--- src/design/huf_fifo.sv ---
module huf_fifo #(
  parameter int W     = 8,
  parameter int DEPTH = 2
) (
  input  logic         clk,
  input  logic         rst_n,
  input  logic         push,
  input  logic [W-1:0] din,
  output logic         full,
  input  logic         pop,
  output logic [W-1:0] dout,
  output logic         empty
);

  localparam int AW = (DEPTH > 1) ? $clog2(DEPTH) : 1;
  localparam int CW = $clog2(DEPTH + 1);

  logic [W-1:0]  mem_r [DEPTH];
  logic [AW-1:0] wr_r, wr_nxt, rd_r, rd_nxt;
  logic [CW-1:0] cnt_r, cnt_nxt;
  logic          do_push, do_pop;

  assign full    = (cnt_r == CW'(DEPTH));
  assign empty   = (cnt_r == '0);
  assign do_push = push && !full;
  assign do_pop  = pop && !empty;
  assign dout    = mem_r[rd_r];

  // pointer and count update
  always_comb begin
    wr_nxt  = wr_r;
    rd_nxt  = rd_r;
    cnt_nxt = cnt_r;
    if (do_push) begin
      wr_nxt = (wr_r == AW'(DEPTH - 1)) ? '0 : wr_r + 1'b1;
    end
    if (do_pop) begin
      rd_nxt = (rd_r == AW'(DEPTH - 1)) ? '0 : rd_r + 1'b1;
    end
    if (do_push && !do_pop) begin
      cnt_nxt = cnt_r + 1'b1;
    end else if (do_pop && !do_push) begin
      cnt_nxt = cnt_r - 1'b1;
    end
  end

  always_ff @(posedge clk) begin
    if (!rst_n) begin
      wr_r  <= '0;
      rd_r  <= '0;
      cnt_r <= '0;
    end else begin
      wr_r  <= wr_nxt;
      rd_r  <= rd_nxt;
      cnt_r <= cnt_nxt;
    end
  end

  // storage
  always_ff @(posedge clk) begin
    if (do_push) begin
      mem_r[wr_r] <= din;
    end
  end

endmodule

--- config.mk ---
export PLATFORM = sky130hd
export DESIGN_NAME = huf_fifo
export DESIGN_NICKNAME = d
export VERILOG_FILES = /design/src/design/huf_fifo.sv
export SDC_FILE = /design/constraint.sdc
export NUM_CORES = 1
export LEC_CHECK = 0
export BUFFER_PORTS_ARGS = -buffer_cell sky130_fd_sc_hd__buf_2
export CORE_ASPECT_RATIO = 0.75
export CORE_MARGIN = 4
export CORE_UTILIZATION = 44
export CTS_CLUSTER_DIAMETER = 50
export DETAILED_ROUTE_END_ITERATION = 8
export PLACE_DENSITY = 0.71
export SLEW_MARGIN = 40
export SYNTH_ARGS = -nofsm -noshare
export SYNTH_HDL_FRONTEND = slang
export SYNTH_SLANG_ARGS = --single-unit
export TNS_END_PERCENT = 20
--- constraint.sdc ---
create_clock -name clk -period 1.5 [get_ports clk]
set_input_delay 0.15 -clock clk [delete_from_list [all_inputs] [get_ports clk]]
set_output_delay 0.15 -clock clk [all_outputs]
set_load 0.01 [all_outputs]
Word-level counts from Yosys, hierarchy flattened
Memory sizes are Yosys's and may differ from the RTL's. A register that Yosys moved wholly into a read port is not among the register bits. Index checks and enable logic that the tools add are counted. W data, S select, Z words.

Div/mod/pow operators: 0. $mul: 0. Reduce and logical (&&, ||, !) cells: 10. Eq/ne operators: 1. $add $sub $neg: 4. Bitwise gates (word level): 0. Magnitude comparators: 0. Multiplexer cells: 8. Shifts and indexed selects: 0.

Operators with widths (count): $mux W1 (6); $logic_and A1 B1 Y1 (4); $logic_not A1 Y1 (4); $mux W2 (2); $add A1 B1 Y1 const B (2); $add A2 B1 Y2 const B (1); $eq A2 B2 Y1 const B (1); $logic_not A2 Y1 (1); $reduce_bool A2 Y1 (1); $sub A2 B1 Y2 const B (1).

Register bits: 4. ROM bits: 0. Output and inout bits: 10. Logic and storage cells: 27. Bits in writable memories: 16. Input bits: 12. Latch bits: 0. Memories: 1.

Memories: mem_r (depth 2, bits a word 8, read ports 1, clocked after Yosys merged registers in 1, write ports 1, line 18) `logic [W-1:0] mem_r [DEPTH];`.

Depth between registers and ports, before layout
Gate-level depths: netlist (run 1).

Depth in word-level cells: 7. Mapped depth: 7. Depth with buffers taken out: 7.

Worst setup path before layout (run 1)
OpenSTA, ideal clock, no wires.

Path kind: register to register. Start point: reg cnt_r[0]. End point: reg cnt_r[1]. Path buffers: 0. Data required time: 1.430 ns. Cell stages (with the launch flop): 7. Arrival: 1.401 ns. Slack: 0.029 ns. Clock period less this slack: 1.471 ns. Library setup time: 0.070 ns. Cell sequence: dfxtp_1 -> nand2b_1 -> inv_2 -> nor2_1 -> ha_1 -> or3_1 -> a21boi_1.

Cells in the longest elaborated chain, start to end: 6. Elaborated cells between the ends (all ways): 15.

RTL lines: start: declaration (line 20) `logic [CW-1:0] cnt_r, cnt_nxt;`; start signal: assignment (line 55) `cnt_r <= cnt_nxt;`; $eq A2 B2 Y1 * (line 23) `assign full = (cnt_r == CW'(DEPTH));`; named net full (line 9) `output logic full,`; $logic_not A1 Y1 * (line 25) `assign do_push = push && !full;`; $logic_and A1 B1 Y1 * (line 25); $logic_not A1 Y1 (line 42) `end else if (do_pop && !do_push) begin`; $logic_and A1 B1 Y1 (line 42); $reduce_bool A2 Y1 (no line).

The timed path passes the listed nets; every way through them passes the cells marked *. The select of a mux whose other input is x is not followed. A chain may end at the register's enable or synchronous reset.

Worst setup path in the final report (run 1)
Start point: reg cnt_r[0]. End point: reg cnt_r[1].

Cells in the longest elaborated chain, start to end: 6. Elaborated cells between the ends (all ways): 15.

RTL lines (line): $eq A2 B2 Y1 or $logic_not A2 Y1 (tied branches) (23, 24); $logic_not A1 Y1, on equally long branches (25, 26); $logic_and A1 B1 Y1, on equally long branches (25, 26); $logic_not A1 Y1, on equally long branches (42, 40); $logic_and A1 B1 Y1, on equally long branches (42, 40); $reduce_bool A2 Y1 (no line) or $mux W2 (tied branches).

Several ways; a longest one is shown, not always the timed one. The select of a mux whose other input is x is not followed.

==> metrics.log, run 1 <==
INFO  metric core_area = 1740 um^2
INFO  metric synth_compound_gate_area_share = 4.02%
INFO  metric post_synthesis_cells = 50
INFO  metric crit-reg2reg-launch = cnt_r[0]
INFO  metric critical_path.n_buffers_inverters = 1
INFO  metric setup-tns-final = 0 ns
INFO  metric final_worst_clock_skew = 0.00308 ns
INFO  metric die_w = approximately 58 um
INFO  metric floorplan.initialDensity = 46.5%
INFO  metric final_max_slew_viol_count = 0
INFO  metric yosys.area_share.simple = 6.80%
INFO  metric timing.max_slew.rel_slack = 73.8%
INFO  metric timing.hold.worst.start = din[5]
INFO  metric grt_pass1_wl = 2070 um
INFO  metric reg2reg_setup_slack = 0.06 ns
INFO  metric post_cts_hold_buffer_count = 0
INFO  metric maxcap_violations = 0
INFO  metric status = finished clean
INFO  metric filler_cell_count = 141
INFO  metric detail_route.first_pass.iterations = 3
INFO  metric largest_net_degree_at_the_start_of_global_routing = 12
INFO  metric clockBufferDepth = 2
INFO  metric final.period_utilization = 96.1%
INFO  metric first_global_vias = roughly 500
INFO  metric num_vias = 493
INFO  metric finalHoldViolations = 0
INFO  metric number_of_enable_flip_flop_cells_after_synthesis = 16
INFO  metric gpl.final_weighted_congestion = 0.783
INFO  metric clock.fmax = approximately 690 MHz
INFO  metric crit_slowest_cell = dfxtp_2
INFO  metric drt_iter0_drc = 9
INFO  metric yosys.area.top_type = edfxtp_1
INFO  metric dp_worst_setup_slack = -0.00341 ns
INFO  metric postRouteWirelength = 1280 um
INFO  metric antenna_violations_before_repair = 0
INFO  metric worstSkewPairLatency = ~0.30 ns
INFO  metric synth_seq_area_share = 71.7%
INFO  metric clk_root_buffer_cell = clkbuf_4
INFO  metric setup_ws = 0.0589 ns
INFO  metric cts_buffers = 3
INFO  metric setup_viol = 0
INFO  metric drc = 0
INFO  metric antenna_cells = 0
INFO  metric cp_max_fo = 3
INFO  metric placed_cell_area = roughly 970 um^2
INFO  metric ff2ff_path_depth = 7
INFO  metric route.detailed.vias_per_inst = 4.83
INFO  metric fp.dieH = 45.1 um
INFO  metric cts_tree = done
INFO  metric period_minus_slack = 1.44 ns
INFO  metric placement_rows = 13
INFO  metric clock_tree.htree_level_count = 1
INFO  metric synth-warning-count = 0
INFO  metric dp.final_hpwl = 952 um
INFO  metric cpLargestDelayFamily = simple AND/OR/NAND/NOR gates
INFO  metric critical_path.startpoint = cnt_r[0]
INFO  metric synth-seq-cells = 21
INFO  metric synthFlopType = edfxtp_1
INFO  metric rsz0062_at_grt = true
INFO  metric global_route.overflow_total = 0
INFO  metric critical-path-max-stage-delay = 0.35 ns
INFO  metric critical_path_cell_count = 7
INFO  metric hold_class = in -> reg
INFO  metric fraction_of_final_layout_cells_with_drive_strength_greater_than_1 = a little under three fifths
INFO  metric cts.sinks = 21
INFO  metric postLayoutCellArea = just over 1000 um^2
INFO  metric area_growth_syn_to_layout = 26.6%
INFO  metric setup.worst_path.end = cnt_r[1]
INFO  metric synth.most_common_cell = edfxtp_1
INFO  metric clk_pin_slew_worst_paths = 0.10 ns
INFO  metric yosys.cell_types.count = 20
INFO  metric synthMuxAreaShare = approximately 11%
INFO  metric wl_per_cell = 12.6 um
INFO  metric start_to_end_type_of_the_worst_setup_path = reg -> reg
INFO  metric regToRegEndpoint = cnt_r[1]
INFO  metric synth_top_family_by_area = multiplexers
INFO  metric post_synth_most_frequent_cells = 16 x edfxtp_1, 8 x mux2_2, 5 x dfxtp_1, 3 x and2_1
INFO  metric vdd.ir_drop.worst = roughly 0.87 mV
INFO  metric postSynthNetCount = 63
INFO  metric end_kind = flip-flop
INFO  metric critical_path.cell_chain = nand2b_4, inv_4, nor2_1, ha_2, xor2_1, or3_1, a21boi_1
INFO  metric synthAdderAreaFrac = 1.55%
INFO  metric setup.worst_path.start_class = flip-flop
INFO  metric die_area = 2600 um^2
INFO  metric layout_net_count = 94
INFO  metric regArea = 584 um^2
INFO  metric post_synth_instance_area = 810 um^2
INFO  metric final_antenna_net_count = 0
INFO  metric crit_required = 1.73 ns
INFO  metric syn_area_cell = between 15 and 20 um^2
INFO  metric synth.top_cell.area_share = 59.4%
INFO  metric post_synth_main_area_contributors = edfxtp_1 59%, dfxtp_1 12%, mux2_2 11%
INFO  metric multi_input_area = 226 um^2
INFO  metric io_pins = 22
INFO  metric pwr_density_cell = about 1600 nW/um^2
INFO  metric cp.arrival = roughly 1.7 ns
INFO  metric yosys.area_share.xor_xnor = 3.25%
INFO  metric p_leak = 0.411 nW
INFO  metric tightest_slew = 0.394 ns
INFO  metric numPortBuffers = 21
INFO  metric grt.total_usage = a little under an eighth
INFO  metric async_reset_ff_share = 0%
-- sequential cells by signal (all words and copies together) (netlist names), named ones only --
register	count
wr_r	1
cnt_r	2
mem_r	16
rd_r	1
-- cells in the final DEF, fill, tap and decap left out, types with 2 or more instances in the layout --
cell and count:
nor2_1 2, dfxtp_1 2, xnor2_1 2, dfxtp_2 3, buf_2 21, clkbuf_4 3, and2_1 3, edfxtp_1 16
mux2_2 8, buf_4 6
-- cells by family after synthesis --
| kind of cell | Yosys count |
|---|---|
| AO/OA/AOI/OAI | 5 |
| XOR/XNOR | 3 |
| adder cells (fa/ha/maj) | 1 |
| buffers and inverters | 3 |
| flip-flops | 21 |
| multiplexers | 8 |
| AND/OR/NAND/NOR | 9 |
-- through the flow --
stage          hold WS [ns]  util (%)  power, mW  instances
3_5_place_dp          0.343      55.6       1.37         96
4_1_cts              0.0205      57.7       1.66        100
3_3_place_gp          0.340      55.6       1.36         96
5_1_grt             0.00730      58.9       1.80        102
2_1_floorplan         0.249         -       1.16         50
6_report             0.0324      58.9       1.68        102
-- repair_timing --
item / 4_1_cts / 5_1_grt
buffers inserted: 0 / 2
pin swaps: 0 / 3
endpoints found under the setup margin: 9 / 1
gates resized for setup: 3 / 3
-- where the power goes --
group,total (mW),internal [mW],switching (mW)
Sequential,0.827,0.750,0.0774
Clock,0.257,0.104,0.154
Combinational,0.600,0.340,0.260
-- final cells by class --
class                      count  area share, %
sequential                    21           57.0
multi-input combinational     26           22.1
timing repair buffer          27           14.7
tap                           22           2.69
clock buffer                   4           2.56
inverter                       2          0.977
-- per-layer routing --
metal | share of wire, % | global-route usage, % | vias up | wire length (um)
met5 | 0 | 0 | - | 0
met3 | 6.1 | 5.14 | 5 | 78
met4 | 3.0 | 6.94 | 0 | 39
li1 | - | - | 243 | -
met1 | 39 | 11.6 | 232 | 497
met2 | 52 | 20.0 | 13 | 667
-- how the worst min path moves through the flow --
| stage | endpoint | slack, ns | cells past startpoint |
|---|---|---|---|
| 5_1_grt | mem_r[1][5] | 0.007 | 1 |
| 2_1_floorplan | mem_r[0][0] | 0.25 | 0 |
| 6_report | mem_r[1][5] | 0.03 | 1 |
| 4_1_cts | mem_r[0][5] | 0.02 | 1 |
| 3_5_place_dp | mem_r[0][5] | 0.34 | 1 |
| 3_3_place_gp | mem_r[1][0] | 0.34 | 1 |
Note: power is estimated with default switching activity, not from simulation.
==> inputs of run 2 (changes only) <==
Settings changed: CAP_MARGIN set to 15, CORE_MARGIN 4 to not set.
==> metrics.log, run 2 (synthesis gave the netlist of run 1 again) <==
INFO  metric critical_path.startpoint = cnt_r[0]
INFO  metric cts_tree = done
INFO  metric reg2reg_setup_slack = 0.10 ns
INFO  metric setup_ws = 0.100 ns
INFO  metric antenna_cells = 0
INFO  metric layout.cells.most_common = buf_2
INFO  metric crit_required = 1.73 ns
INFO  metric timing.hold.worst.start = din[4]
INFO  metric setup-tns-final = 0 ns
INFO  metric area_growth_syn_to_layout = 28.4%
INFO  metric cp_max_fo = 3
INFO  metric start_to_end_type_of_the_worst_setup_path = reg -> reg
INFO  metric cts.sinks = 21
INFO  metric ff2ff_path_depth = 6
INFO  metric num_vias = 484
INFO  metric registers_with_the_most_flip_flops = mem_r: 16 flops, cnt_r: 2 flops
INFO  metric fraction_of_final_layout_cells_with_drive_strength_greater_than_1 = approximately three fifths
INFO  metric status = finished clean
INFO  metric clock_tree.htree_level_count = 1
INFO  metric antenna_violations_before_repair = 0
INFO  metric global_route.overflow_total = 0
INFO  metric setup_viol = 0
INFO  metric final_worst_clock_skew = 0.00543 ns
INFO  metric detail_route.first_pass.iterations = 2
INFO  metric layout.cells.most_common_list = 21 x buf_2, 16 x edfxtp_1, 8 x mux2_2
INFO  metric dp_worst_setup_slack = around 0.028 ns
INFO  metric final.period_utilization = 93.3%
INFO  metric io_pins = 22
INFO  metric placed_cells_incl_taps = 95
INFO  metric layout_net_count = 93
INFO  metric largest_net_degree_at_the_start_of_global_routing = 13
INFO  metric finalHoldViolations = 0
INFO  metric final_antenna_net_count = 0
INFO  metric hold_class = in -> reg
INFO  metric clock.fmax = between 700 and 800 MHz
INFO  metric grt_pass1_wl = between 1500 and 2000 um
INFO  metric setup.worst_path.start_class = flip-flop
INFO  metric placement_rows = 13
INFO  metric p_leak = 0.413 nW
INFO  metric pwr_density_cell = 1650 nW/um^2
INFO  metric clk_pin_slew_worst_paths = 0.11 ns
INFO  metric cts_buffers = 3
INFO  metric wl_per_cell = 12.4 um
INFO  metric vdd.ir_drop.worst = 0.951 mV
INFO  metric route.detailed.vias_per_inst = 4.79
INFO  metric postRouteWirelength = ~1300 um
INFO  metric maxcap_violations = 0
INFO  metric drc = 0
INFO  metric cp.arrival = around 1.6 ns
INFO  metric end_kind = flip-flop
INFO  metric first_global_vias = 428
INFO  metric numPortBuffers = 21
INFO  metric tightest_slew = 0.419 ns
INFO  metric clk_root_buffer_cell = clkbuf_4
INFO  metric grt.total_usage = 13.5%
INFO  metric worstSkewPairLatency = ~0.3 ns
INFO  metric filler_cell_count = 150
INFO  metric worstHoldEndpoint = mem_r[0][4]
INFO  metric floorplan.initialDensity = 47.0%
INFO  metric whs = about 0.034 ns
INFO  metric fp.dieH = 39.1 um
INFO  metric gpl.final_weighted_congestion = 0.816
INFO  metric regToRegEndpoint = cnt_r[1]
INFO  metric finalNonFillerCells = 101
INFO  metric core_area = 1720 um^2
INFO  metric final_max_slew_viol_count = 0
INFO  metric largest_register_ff_count = 16
INFO  metric die_w = approximately 52 um
INFO  metric hold_depth = 1
INFO  metric die_area = 2020 um^2
INFO  metric period_minus_slack = 1.40 ns
INFO  metric dp.final_hpwl = 891 um
INFO  metric crit-reg2reg-launch = cnt_r[0]
INFO  metric rsz0062_at_grt = false
INFO  metric clockBufferDepth = 2
INFO  metric largest_reg_by_ff_count = mem_r
INFO  metric drt_iter0_drc = 6
INFO  metric timing.max_slew.rel_slack = 72.1%
## run 2: cell type report
class | count | area (um^2) | share of cell area (%)
clock buffers | 3 | 22.5 | 2.17
clock inverters | 1 | 5.00 | 0.481
inverters | 2 | 10.0 | 0.963
multi-input cells | 26 | 248 | 23.8
flip-flops and latches | 21 | 584 | 56.2
well taps | 22 | 27.5 | 2.65
repair buffers | 26 | 143 | 13.7
## run 2: metal layers
metal,GRT usage (%),up-vias,wire length [um]
met5,0,-,0
met1,15.6,231,559
met2,23.1,12,640
met3,7.06,0,51
li1,-,241,-
met4,2.03,0,0
## run 2: what timing repair did
item,CTS,global route
buffers inserted,0,2
pin swaps,0,3
hold buffers,0,0
resized for setup,2,7
endpoints found under the setup margin,9,1
## run 2: stage by stage
step | power, mW | util (%) | cell area [um^2]
3_3_place_gp | 1.34 | 55.7 | 960
5_1_grt | 1.82 | 60.3 | 1040
2_1_floorplan | 1.16 | - | 810
3_5_place_dp | 1.35 | 55.7 | 960
4_1_cts | 1.64 | 57.8 | 996
6_report | 1.71 | 60.3 | 1040
## run 2: critical path: stages, from the launching register on
cell and delay [ns]:
dfxtp_2 0.36, nand2b_4 0.14, inv_4 0.05, nor2_4 0.09, ha_4 0.21, or3_1 0.36
a21boi_1 0.12
## run 2: power breakdown
group / switching [mW] / internal (mW)
clock: 0.162 / 0.0993
combinational: 0.269 / 0.346
sequential: 0.0843 / 0.750
## run 2: worst max path at each step
stage               endpoint  slack, ns  cells after the start
CTS                 cnt_r[1]       0.01                      6
global route        cnt_r[1]       0.01                      6
finish              cnt_r[1]       0.10                      6
detailed placement  cnt_r[1]       0.03                      6
global placement    cnt_r[1]       0.08                      6
floorplan           cnt_r[1]       0.03                      6
